$ cat src/sv/drld_pkg.sv
`timescale 1ns / 1ps
// ----------------------------------------------------------------------------
// Data run list decoder package
// Types, fixed constants and a byte merge function shared by the run list decoder.
// ----------------------------------------------------------------------------
package drld_pkg;

  localparam int unsigned ByteW      = 8;
  localparam int unsigned ClusterW   = 64;
  localparam int unsigned FieldBytes = ClusterW / ByteW;
  localparam int unsigned IdxW       = $clog2(FieldBytes);
  localparam int unsigned SizeW      = 4;

  // Largest field size that a header nibble may give.
  localparam logic [SizeW-1:0] MaxFieldBytes = SizeW'(FieldBytes);
  localparam logic [ByteW-1:0] EndHeader     = 8'h00;

  // Decoder phases
  localparam logic [1:0] PhHeader = 2'd0;
  localparam logic [1:0] PhLength = 2'd1;
  localparam logic [1:0] PhOffset = 2'd2;
  localparam logic [1:0] PhIgnore = 2'd3;

  typedef struct packed {
    logic [ClusterW-1:0] start_cluster;
    logic [ClusterW-1:0] cluster_count;
    logic                sparse;
    logic                bad;
    logic                list_end;
  } result_t;

  // Merge one byte into a little-endian accumulator at byte position idx.
  function automatic logic [ClusterW-1:0] put_byte(input logic [ClusterW-1:0] acc,
                                                   input logic [IdxW-1:0]     idx,
                                                   input logic [ByteW-1:0]    b);
    logic [ClusterW-1:0] res;
    res = acc;
    for (int k = 0; k < FieldBytes; k++) begin
      if (idx == IdxW'(k)) begin
        res[k*ByteW +: ByteW] = b;
      end
    end
    return res;
  endfunction

endpackage

$ cat src/sv/data_run_list_decoder.sv
`timescale 1ns / 1ps
// ----------------------------------------------------------------------------
// Data run list decoder
// Decodes a mapping-pair run list byte by byte into absolute runs.
// ----------------------------------------------------------------------------
// Usage:
//   The input channel carries one run list byte per transfer, with
//   list_start_i marking the first header byte of a new list; it clears the
//   running start cluster and drops any partly read run.
//   The output channel carries one result per finished run, per bad header
//   and per zero terminator. Header and field bytes that do not finish a run
//   give no result.
//   Throughput is one byte per cycle while not stalled. A result is presented
//   on the output register in the cycle after its completing byte is taken.
//   The single output register decouples the sides: input is stalled only
//   while a result is held and the receiver stalls, so the next byte is taken
//   in the same cycle a waiting result leaves.
//   Reset clears the decoder to wait for a header with a zero start cluster,
//   as if a list had begun, and empties the output register.
// ----------------------------------------------------------------------------
module data_run_list_decoder
  import drld_pkg::*;
(
  input  logic                clk_i,
  input  logic                rst_ni,
  input  logic                in_valid_i,
  output logic                in_stall_o,
  input  logic [ByteW-1:0]    run_byte_i,
  input  logic                list_start_i,
  output logic                out_valid_o,
  input  logic                out_stall_i,
  output logic [ClusterW-1:0] run_start_cluster_o,
  output logic [ClusterW-1:0] run_cluster_count_o,
  output logic                sparse_run_o,
  output logic                bad_run_o,
  output logic                list_end_o
);

  logic [1:0]          phase_q, phase_d;
  logic [SizeW-1:0]    bytes_left_q, bytes_left_d;
  logic [SizeW-1:0]    offset_size_q, offset_size_d;
  logic [IdxW-1:0]     byte_index_q, byte_index_d;
  logic [ClusterW-1:0] length_acc_q, length_acc_d;
  logic [ClusterW-1:0] offset_acc_q, offset_acc_d;
  logic [ClusterW-1:0] prev_cluster_q, prev_cluster_d;
  logic                out_valid_q, out_valid_d;
  result_t             result_q, result_d;

  logic                in_xfer;
  logic                out_xfer;
  logic                res_new;
  logic [1:0]          phase_eff;
  logic [ClusterW-1:0] prev_eff;
  logic [SizeW-1:0]    lo_nib, hi_nib;
  logic                last_byte;
  logic [ClusterW-1:0] length_merged;
  logic [ClusterW-1:0] offset_ext;
  logic [ClusterW:0]   sum_wide;
  logic                off_neg;

  assign in_stall_o = out_valid_q & out_stall_i;
  assign in_xfer    = in_valid_i & ~in_stall_o;
  assign out_xfer   = out_valid_q & ~out_stall_i;

  assign phase_eff = list_start_i ? PhHeader : phase_q;
  assign prev_eff  = list_start_i ? '0 : prev_cluster_q;
  assign lo_nib    = run_byte_i[SizeW-1:0];
  assign hi_nib    = run_byte_i[ByteW-1:SizeW];
  assign last_byte = (bytes_left_q == SizeW'(1));

  assign length_merged = put_byte(length_acc_q, byte_index_q, run_byte_i);

  // Final offset byte sits at byte_index_q; bytes above it take its sign bit.
  always_comb begin
    offset_ext = offset_acc_q;
    for (int k = 0; k < FieldBytes; k++) begin
      if (byte_index_q == IdxW'(k)) begin
        offset_ext[k*ByteW +: ByteW] = run_byte_i;
      end else if (byte_index_q < IdxW'(k)) begin
        offset_ext[k*ByteW +: ByteW] = {ByteW{run_byte_i[ByteW-1]}};
      end
    end
  end

  assign off_neg  = run_byte_i[ByteW-1];
  assign sum_wide = {1'b0, prev_eff} + {1'b0, offset_ext};

  always_comb begin
    phase_d        = phase_q;
    bytes_left_d   = bytes_left_q;
    offset_size_d  = offset_size_q;
    byte_index_d   = byte_index_q;
    length_acc_d   = length_acc_q;
    offset_acc_d   = offset_acc_q;
    prev_cluster_d = prev_cluster_q;
    res_new        = 1'b0;
    result_d       = '0;

    if (in_xfer) begin
      phase_d        = phase_eff;
      prev_cluster_d = prev_eff;
      unique case (phase_eff)
        PhHeader: begin
          if (run_byte_i == EndHeader) begin
            phase_d           = PhIgnore;
            res_new           = 1'b1;
            result_d.list_end = 1'b1;
          end else if (lo_nib > MaxFieldBytes || hi_nib > MaxFieldBytes) begin
            phase_d      = PhIgnore;
            res_new      = 1'b1;
            result_d.bad = 1'b1;
          end else begin
            offset_size_d = hi_nib;
            length_acc_d  = '0;
            offset_acc_d  = '0;
            byte_index_d  = '0;
            if (lo_nib != '0) begin
              phase_d      = PhLength;
              bytes_left_d = lo_nib;
            end else begin
              phase_d      = PhOffset;
              bytes_left_d = hi_nib;
            end
          end
        end
        PhLength: begin
          length_acc_d = length_merged;
          bytes_left_d = bytes_left_q - SizeW'(1);
          byte_index_d = byte_index_q + IdxW'(1);
          if (last_byte) begin
            byte_index_d = '0;
            if (offset_size_q == '0) begin
              phase_d                = PhHeader;
              res_new                = 1'b1;
              result_d.cluster_count = length_merged;
              result_d.sparse        = 1'b1;
            end else begin
              phase_d      = PhOffset;
              bytes_left_d = offset_size_q;
            end
          end
        end
        PhOffset: begin
          offset_acc_d = put_byte(offset_acc_q, byte_index_q, run_byte_i);
          bytes_left_d = bytes_left_q - SizeW'(1);
          byte_index_d = byte_index_q + IdxW'(1);
          if (last_byte) begin
            byte_index_d           = '0;
            phase_d                = PhHeader;
            prev_cluster_d         = sum_wide[ClusterW-1:0];
            res_new                = 1'b1;
            result_d.start_cluster = sum_wide[ClusterW-1:0];
            result_d.cluster_count = length_acc_q;
            // Carry out flags overflow for a positive offset, its absence
            // flags underflow for a negative one.
            result_d.bad           = sum_wide[ClusterW] ^ off_neg;
          end
        end
        PhIgnore: begin
          // drop bytes until the next list start
        end
        default: begin
          phase_d = PhIgnore;
        end
      endcase
    end
  end

  always_comb begin
    out_valid_d = out_valid_q;
    if (out_xfer) begin
      out_valid_d = 1'b0;
    end
    if (res_new) begin
      out_valid_d = 1'b1;
    end
  end

  always_ff @(posedge clk_i or negedge rst_ni) begin
    if (!rst_ni) begin
      phase_q        <= PhHeader;
      bytes_left_q   <= '0;
      offset_size_q  <= '0;
      byte_index_q   <= '0;
      length_acc_q   <= '0;
      offset_acc_q   <= '0;
      prev_cluster_q <= '0;
      out_valid_q    <= 1'b0;
    end else begin
      phase_q        <= phase_d;
      bytes_left_q   <= bytes_left_d;
      offset_size_q  <= offset_size_d;
      byte_index_q   <= byte_index_d;
      length_acc_q   <= length_acc_d;
      offset_acc_q   <= offset_acc_d;
      prev_cluster_q <= prev_cluster_d;
      out_valid_q    <= out_valid_d;
    end
  end

  // Load the result register only with a new result.
  always_ff @(posedge clk_i) begin
    if (res_new) begin
      result_q <= result_d;
    end
  end

  assign out_valid_o         = out_valid_q;
  assign run_start_cluster_o = result_q.start_cluster;
  assign run_cluster_count_o = result_q.cluster_count;
  assign sparse_run_o        = result_q.sparse;
  assign bad_run_o           = result_q.bad;
  assign list_end_o          = result_q.list_end;

endmodule
$ cat config.mk
export PLATFORM = sky130hd
export DESIGN_NAME = data_run_list_decoder
export DESIGN_NICKNAME = d
export VERILOG_FILES = /design/src/sv/drld_pkg.sv /design/src/sv/data_run_list_decoder.sv
export SDC_FILE = /design/constraint.sdc
export NUM_CORES = 1
export LEC_CHECK = 0
export BUFFER_PORTS_ARGS = -buffer_cell sky130_fd_sc_hd__buf_2
export CAP_MARGIN = 20
export CELL_PAD_IN_SITES_DETAIL_PLACEMENT = 1
export CELL_PAD_IN_SITES_GLOBAL_PLACEMENT = 1
export CORE_UTILIZATION = 48
export CTS_CLUSTER_SIZE = 12
export DETAILED_ROUTE_END_ITERATION = 12
export PLACE_DENSITY_LB_ADDON = 0.15
export SYNTH_ARGS = -nofsm -noshare
export SYNTH_HDL_FRONTEND = slang
export SYNTH_SLANG_ARGS = --single-unit
$ cat constraint.sdc
create_clock -name clk_i -period 16.1 [get_ports clk_i]
set_clock_uncertainty 0.2 [all_clocks]
set_input_delay 1.61 -clock clk_i [delete_from_list [all_inputs] [get_ports clk_i]]
set_output_delay 1.61 -clock clk_i [all_outputs]
set_load 0.03 [all_outputs]
After elaboration in Yosys (flattened, before gate mapping). Index checks and enable logic that the tools add are counted.

Register bits: 337.

Add/sub/neg operators: 3. Equal/unequal tests: 20. $lt $le $gt $ge: 10. Bitwise operators: 8. Mux-type cells: 74. Reduce and logical (&&, ||, !) cells: 27.

Operators by type and width (number): $mux W64 (6); $pmux W64 S2 (3); $mux W8 (32); $mux W65 (2); $add A64 B64 Y65 (1); $reduce_and A5 Y1 (8); $mux W4 (5); $ne A2 B2 Y1 const B (10); $reduce_and A4 Y1 (4); $mux W2 (7); $eq A3 B3 Y1 const B (4); $lt A3 B3 Y1 const B (4); $pmux W4 S3 (1); $mux W1 (11); $mux W3 (3); $gt A4 B4 Y1 const B (2); $logic_not A8 Y1 (1); $reduce_bool A2 Y1 (4); $eq A3 B2 Y1 const B (2); $lt A3 B1 Y1 const B (2); $lt A3 B2 Y1 const B (2); $pmux W2 S3 (1); $pmux W3 S2 (1); $reduce_and A3 Y1 (2); other kinds (19) (24).

Logic depth before layout (Yosys ltp). Gate-level depths: netlist of run 1.

Word-level depth: 7. Mapped depth: 21. Depth with buffers taken out: 17.

Worst setup path after synthesis of run 1. Ideal clock, no wire load.

Kind: input -> register. Start: input port list_start_i. End: register out_valid_q (netlist: out_valid_o). Arrival: 14.028 ns. Data required time: 15.768 ns. Buffers on the path: 2. Setup slack: 1.740 ns. Cell stages on the path: 8. Cells stage by stage: clkbuf_1 -> nand2b_1 -> inv_1 -> ha_1 -> nand2_1 -> clkbuf_1 -> a311oi_1 -> or2_2.

Cells in the longest elaborated chain, start to end: 5. Elaborated cells on any way between the ends: 8.

Ends and longest elaborated chain: start, declared (line data_run_list_decoder.sv:29) `input logic list_start_i,`; $mux W2 (*) (line data_run_list_decoder.sv:65) `assign phase_eff = list_start_i ? PhHeader : phase_q;`; $eq A2 B2 Y1 (tied with other cells) (line data_run_list_decoder.sv:102) `unique case (phase_eff)`; $pmux W1 S3 (*) (line data_run_list_decoder.sv:102); $mux W1 (*) (line data_run_list_decoder.sv:99) `if (in_xfer) begin`; $mux W1 (*) (line data_run_list_decoder.sv:174) `if (res_new) begin`; net out_valid_d (line data_run_list_decoder.sv:46) `logic out_valid_q, out_valid_d;`; end signal, assigned (line data_run_list_decoder.sv:197) `out_valid_q <= out_valid_d;`; end, declared (line data_run_list_decoder.sv:46).

Mark *: on every way through the listed nets, which the timed path passes. The rest lies on a longest branch. A chain may end at the register's enable or synchronous reset.

Worst setup path after layout of run 1.
Start: register byte_index_q[1]. End: register result_q, in the netlist run_start_cluster_o[59] (data pin).

Cells in the longest elaborated chain, start to end: 4. Elaborated cells on any way between the ends: 33.

Ends and longest elaborated chain: start, declared (line data_run_list_decoder.sv:42) `logic [IdxW-1:0] byte_index_q, byte_index_d;`; start signal, assigned (line data_run_list_decoder.sv:193) `byte_index_q <= byte_index_d;`; $lt A3 B1 Y1 (tied with other cells) (line data_run_list_decoder.sv:79) `end else if (byte_index_q < IdxW'(k)) begin`; $mux W8 (line data_run_list_decoder.sv:79); $mux W8 (line data_run_list_decoder.sv:77) `if (byte_index_q == IdxW'(k)) begin`; $add A64 B64 Y65 (*) (line data_run_list_decoder.sv:86) `assign sum_wide = {1'b0, prev_eff} + {1'b0, offset_ext};`; end signal, assigned (line data_run_list_decoder.sv:204) `result_q <= result_d;`; end, declared (line data_run_list_decoder.sv:47) `result_t result_q, result_d;`.

Mark *: on every way between the ends. The rest lies on a longest branch, timed or not.

==> flow_metrics.tcl, run 1 <==
set metrics [dict create \
    async_flop_share 0.6113 \
    setup_slack_ns 9.985 \
    r2r-end "run_start_cluster_o[59]" \
    min_period_over_period 0.3798 \
    clkTransAtPathRegs_ns 0.06 \
    slew_headroom 0.3524 \
    ys_seq_area_frac 0.4710 \
    finalMaxSlewViolations 0 \
    drt_wl_total_mm 60.50 \
    drtPass1Iterations 6 \
    finalNetCount 2101 \
    ff2ff_setup_slack_ns 9.99 \
    place_hpwl_mm 41.37 \
    io-pin-count 146 \
    worstPathArrival_ns 6.22 \
    drt_iter0_drc 877 \
    ctsResizeCount 0 \
    cp.required_ns 16.20 \
    synth_ff_type "dfrtp_1" \
    cts_setup_buffers 0 \
    finalSetupViolCount 0 \
    syn_to_final_growth_pct 11.97 \
    reg2reg_depth 16 \
    synth_enable_flop_cells 131 \
    crit-reg2reg-launch "byte_index_q[1]" \
    yosys_warnings 0 \
    place_congestion 0.8790 \
    drive_gt1_frac 0.1608 \
    wl_per_cell_um 23.58 \
    cts_max_path_buffers 3 \
    fill_cells 4433 \
    place_inst 2494 \
    p_per_area_nw_per_um2 139.2 \
    drv_cap 0 \
    grt_usage 0.2969 \
    antennaDiodeCount 0 \
    postSynthRegisterBits 337 \
    placed_cell_area_um2 20370 \
    yosysUniqueCellTypes 83 \
    tightest_slew_ns 0.9691 \
    p_leak_uw 0.009638 \
    final-instance-count-excl-fill 2565 \
    clk_latency_ns 0.57 \
    cp-end-kind "flip-flop" \
    period_needed_ns 6.115 \
    fmax_mhz 163.5 \
    vias 15940 \
    hp-start "prev_cluster_q[46]" \
    ir_drop_mv 0.07493 \
    numCtsBuffers 38 \
    row_count 73 \
    synth_nets 2026 \
    rsz0062_at_grt "no" \
    htree_levels 2 \
    finalHoldViolCount 0 \
    die_w_um 202.5 \
    start_util 0.4857 \
    whs_endpoint "prev_cluster_q[46]" \
    crit_path_start_kind "flip-flop" \
    io_buffers 145 \
    fin_setup_tns_ns 0 \
    finalInstanceArea_um2 21610 \
    hold_depth 1 \
    cts_hold_buffers 0 \
    dieArea_um2 41010 \
    antenna_found_initial 0 \
    grt_max_degree 96 \
    core_um2 39730 \
    drcViolationCount 0 \
    min_path_type "flip-flop to flip-flop" \
    crit_fanout 14 \
    die_y_um 202.5 \
    crit_type "flip-flop to flip-flop" \
    overflow 0 \
    cts_sinks 337 \
    clock-root-buffer "clkbuf_16" \
    run_status "completed" \
    vias_per_cell 6.214 \
    antenna_left 0 \
    syn_inst 1936 \
    post-place-ws_ns 9.818 \
    grt_pass1_vias 16400 \
    grt_pass1_wl_mm 94.99 \
    avgSynthCellArea_um2 9.968 \
    syn_area_um2 19300 \
    tritoncts "yes" \
]
## cells in the mapped netlist (all sizes together) (28+ instances only)
master	count	area, um2
dfrtp	206	5155
nand2	184	690.7
nor2	165	619.3
a21oi	133	669.4
edfxtp	131	3934
clkbuf	111	417.9
a22o	110	963.4
o21ai	93	465.5
a21o	81	608.1
ha	76	950.9
mux2	73	822.0
nor2b	73	464.2
a22oi	64	480.5
inv	40	150.1
nor3	37	195.2
and2	28	175.2
## sequential cells by signal, indices dropped and copies added (netlist names)
name / count
byte_index_q: 3
offset_acc_q: 64
run_start_cluster_o: 64
sparse_run_o: 1
list_end_o: 1
run_cluster_count_o: 64
prev_cluster_q: 64
length_acc_q: 64
bytes_left_q: 4
phase_q: 2
bad_run_o: 1
offset_size_q: 4
out_valid_o: 1
## worst max-delay path by stage
stage / from / to / slack (ns)
CTS: byte_index_q[1] / bad_run_o / 10.06
finish: byte_index_q[1] / run_start_cluster_o[59] / 9.99
floorplan: list_start_i / out_valid_o / 1.74
global placement: list_start_i / run_start_cluster_o[19] / 9.97
detailed placement: run_byte_i[7] / run_start_cluster_o[57] / 9.82
global route: byte_index_q[0] / run_start_cluster_o[57] / 9.57
## through the flow
stage	hold WS [ns]	util	power [uW]
final	0.2654	0.5438	3008
after global routing	0.2802	0.5438	3158
after CTS	0.2711	0.5429	3013
after detailed placement	0.2576	0.5127	2157
after global placement	0.2516	0.5127	2119
after floorplan	0.2411	-	1882
## where the power goes
part	internal [uW]	switching (uW)
Sequential	1070	101
Combinational	332	656
Clock	482	366
## final cells by class
cell class | count | area (um2) | area share
Clock buffer | 53 | 1069 | 0.04945
Clock inverter | 16 | 131.4 | 0.006080
Inverter | 42 | 157.7 | 0.007296
Multi-Input combinational cell | 1426 | 9592 | 0.4439
Sequential cell | 337 | 9089 | 0.4206
Tap cell | 525 | 656.9 | 0.03040
Timing Repair Buffer | 166 | 912.1 | 0.04221
## cells by family after synthesis
family	share of synthesized area
compound gates	0.2290
simple gates	0.1471
flops	0.4710
buf+inv	0.03436
mux	0.05142
fa+ha+maj	0.05031
xor+xnor	0.01679
## critical path: stages (launching register included)
cell and delay (ns):
dfrtp_1 0.63, clkinv_1 0.36, ha_1 0.42, inv_1 0.32, nand2_1 0.31, nand2_1 0.33, mux2_2 0.39, ha_1 0.39
nand2_1 0.13, nor4_1 0.27, nand2_1 0.14, a311oi_1 0.74, o2111ai_1 0.26, a31oi_1 0.46, a41oi_1 0.20, xor2_1 0.22
nor2_1 0.06
## layer usage
metal | share of wire | vias up | track usage
met5 | 0 | - | 0
met4 | 0.038 | 0 | 0.1163
met3 | 0.049 | 140 | 0.04623
met2 | 0.46 | 462 | 0.4728
met1 | 0.45 | 8054 | 0.4068
li1 | - | 7282 | -
## cell usage in the layout, fill, tap and decap left out, types with 18 or more instances in the layout
cell type,n
nor2_1,164
a22oi_1,64
nand4_1,26
a21o_1,81
a21oi_1,132
nand2_1,182
and2_1,28
ha_1,75
dfrtp_1,206
nor3_1,35
edfxtp_1,131
a31oi_1,23
a22o_1,110
mux2_2,73
buf_2,144
inv_1,39
buf_4,19
o21ai_0,74
clkbuf_16,39
xnor2_1,23
o21ai_1,18
nor2b_1,72
Power figures use the tool's default switching activity.
==> run 2, diff against run 1 <==
Clock period 16.1 ns to 6.15 ns, I/O delays scaled along.
==> run 2 against run 1 <==
  * Global-route usage grew 1.6 points
  * Count of clock-buffer cells in the layout rose by 2
  * Power grew to 2.7 times the previous value
==> flow_metrics.tcl, run 2 (synthesized netlist as in run 1, its figures left out) <==
set metrics [dict create \
    cts_setup_buffers 0 \
    fin_setup_tns_ns 0 \
    crit_chain "ha_1 > ha_1 > clkinv_1 > buf_4 > o211ai_1 > o221a_2 > ha_1 > a21o_1 > o21bai_1 > a2111oi_0 > o31ai_1 > a21oi_1 > o41ai_4 > o22ai_1 > xor2_1 > nor2_1" \
    crit_fanout 14 \
    finalMaxSlewViolations 0 \
    place_hpwl_mm 44.76 \
    clk_latency_ns 0.57 \
    drt_wl_total_mm 63.51 \
    grt_usage 0.3127 \
    place_inst 2518 \
    setup_slack_ns 0.3425 \
    row_count 73 \
    layout_common_cells "dfrtp_1, nand2_1, nor2_1" \
    min_period_over_period 0.9443 \
    cts_max_path_buffers 3 \
    ff2ff_setup_slack_ns 0.34 \
    drv_cap 0 \
    cp.required_ns 6.24 \
    io_buffers 145 \
    finalNetCount 2126 \
    antenna_left 0 \
    crit_path_max_incr_delay_ns 0.79 \
    whs_endpoint "prev_cluster_q[39]" \
    cpMaxStageDelayCell "a2111oi_0" \
    finalSetupViolCount 0 \
    vias_per_cell 6.228 \
    placed_cell_area_um2 20610 \
    syn_to_final_growth_pct 13.62 \
    worstPathArrival_ns 5.90 \
    crit_path_start_kind "flip-flop" \
    clkTransAtPathRegs_ns 0.06 \
    final-instance-count-excl-fill 2594 \
    reg2reg_depth 16 \
    finalHoldViolCount 0 \
    p_leak_uw 0.009859 \
    tritoncts "yes" \
    overflow 0 \
    rsz0062_at_grt "no" \
    vias 16160 \
    ir_drop_mv 0.2131 \
    drcViolationCount 0 \
    io-pin-count 146 \
    cp-end-kind "flip-flop" \
    min_path_type "flip-flop to flip-flop" \
    total_power_uw 8108 \
    crit_type "flip-flop to flip-flop" \
    layout_commonest_cell "dfrtp_1" \
    drtPass1Iterations 5 \
    grt_max_degree 102 \
    drive_gt1_frac 0.1707 \
    start_util 0.4857 \
    crit-reg2reg-launch "byte_index_q[1]" \
    clock-root-buffer "clkbuf_16" \
    hp-start "prev_cluster_q[39]" \
    wl_per_cell_um 24.48 \
    grt_pass1_wl_mm 99.58 \
    numCtsBuffers 40 \
    period_needed_ns 5.808 \
    fmax_mhz 172.2 \
    drt_iter0_drc 1297 \
    tightest_slew_ns 1.002 \
    core_um2 39730 \
    die_y_um 202.5 \
    antenna_found_initial 1 \
    path_common_cell "ha_1" \
    htree_levels 2 \
    slew_headroom 0.3317 \
    fill_cells 4426 \
    hold_depth 1 \
    r2r-end "run_start_cluster_o[57]" \
    die_w_um 202.5 \
    dieArea_um2 41010 \
    p_per_area_nw_per_um2 369.8 \
    grt_pass1_vias 16670 \
    run_status "completed" \
    place_congestion 0.9171 \
    finalInstanceArea_um2 21920 \
    cts_sinks 337 \
    post-place-ws_ns 0.3427 \
]
run 2: final cells by class:
type | instances | area, um2 | share of cell area
Multi-Input combinational cell | 1426 | 9614 | 0.4385
Sequential cell | 337 | 9090 | 0.4146
Timing Repair Buffer | 189 | 1130 | 0.05153
Clock buffer | 55 | 1099 | 0.05011
Tap cell | 525 | 656.9 | 0.02996
Clock inverter | 19 | 175.2 | 0.007989
Inverter | 42 | 157.7 | 0.007191
Antenna cell | 1 | 2.502 | 0.0001141
run 2: worst max path at each step:
stage / endpoint / slack [ns] / cells past startpoint / startpoint
final: run_start_cluster_o[57] / 0.34 / 16 / byte_index_q[1]
after global routing: run_start_cluster_o[53] / 0.04 / 16 / byte_index_q[1]
after CTS: run_start_cluster_o[57] / 0.24 / 16 / byte_index_q[0]
after detailed placement: run_start_cluster_o[57] / 0.34 / 16 / byte_index_q[0]
after global placement: run_start_cluster_o[57] / 0.43 / 16 / byte_index_q[0]
after floorplan: bad_run_o / 0.28 / 6 / list_start_i
run 2: routing by layer:
layer	GRT usage	share of wire	vias to the layer above
met1	0.4449	0.46	8179
met2	0.4922	0.46	504
met5	0	0.00011	-
met3	0.04655	0.052	116
li1	-	-	7355
met4	0.09721	0.026	2
run 2: where the power goes:
group,internal (uW),total [uW],switching [uW]
logic,916,2700,1780
clock network,1380,2350,968
registers,2800,3060,265
total,5090,8110,3010
run 2: stage by stage:
step	hold slack (ns)	utilization
3_3_place_gp	0.2512	0.5183
4_1_cts	0.2698	0.5512
5_1_grt	0.2840	0.5518
3_5_place_dp	0.2570	0.5188
2_1_floorplan	0.1194	-
6_report	0.2651	0.5518
run 2: repair_timing:
action / CTS / global route
endpoints found under the hold margin: 20 / 0
gates resized for setup: 0 / 4
endpoints found under the setup margin: 0 / 14
hold buffers: 1 / 0
run 2: critical path: cells and delay by family, from the launching register on:
| family | cells | cell delay (ns) |
|---|---|---|
| simple gates | 1 | 0.05 |
| fa+ha+maj | 3 | 1.06 |
| flops | 1 | 0.65 |
| buf+inv | 2 | 0.67 |
| compound gates | 9 | 2.69 |
| xor+xnor | 1 | 0.20 |
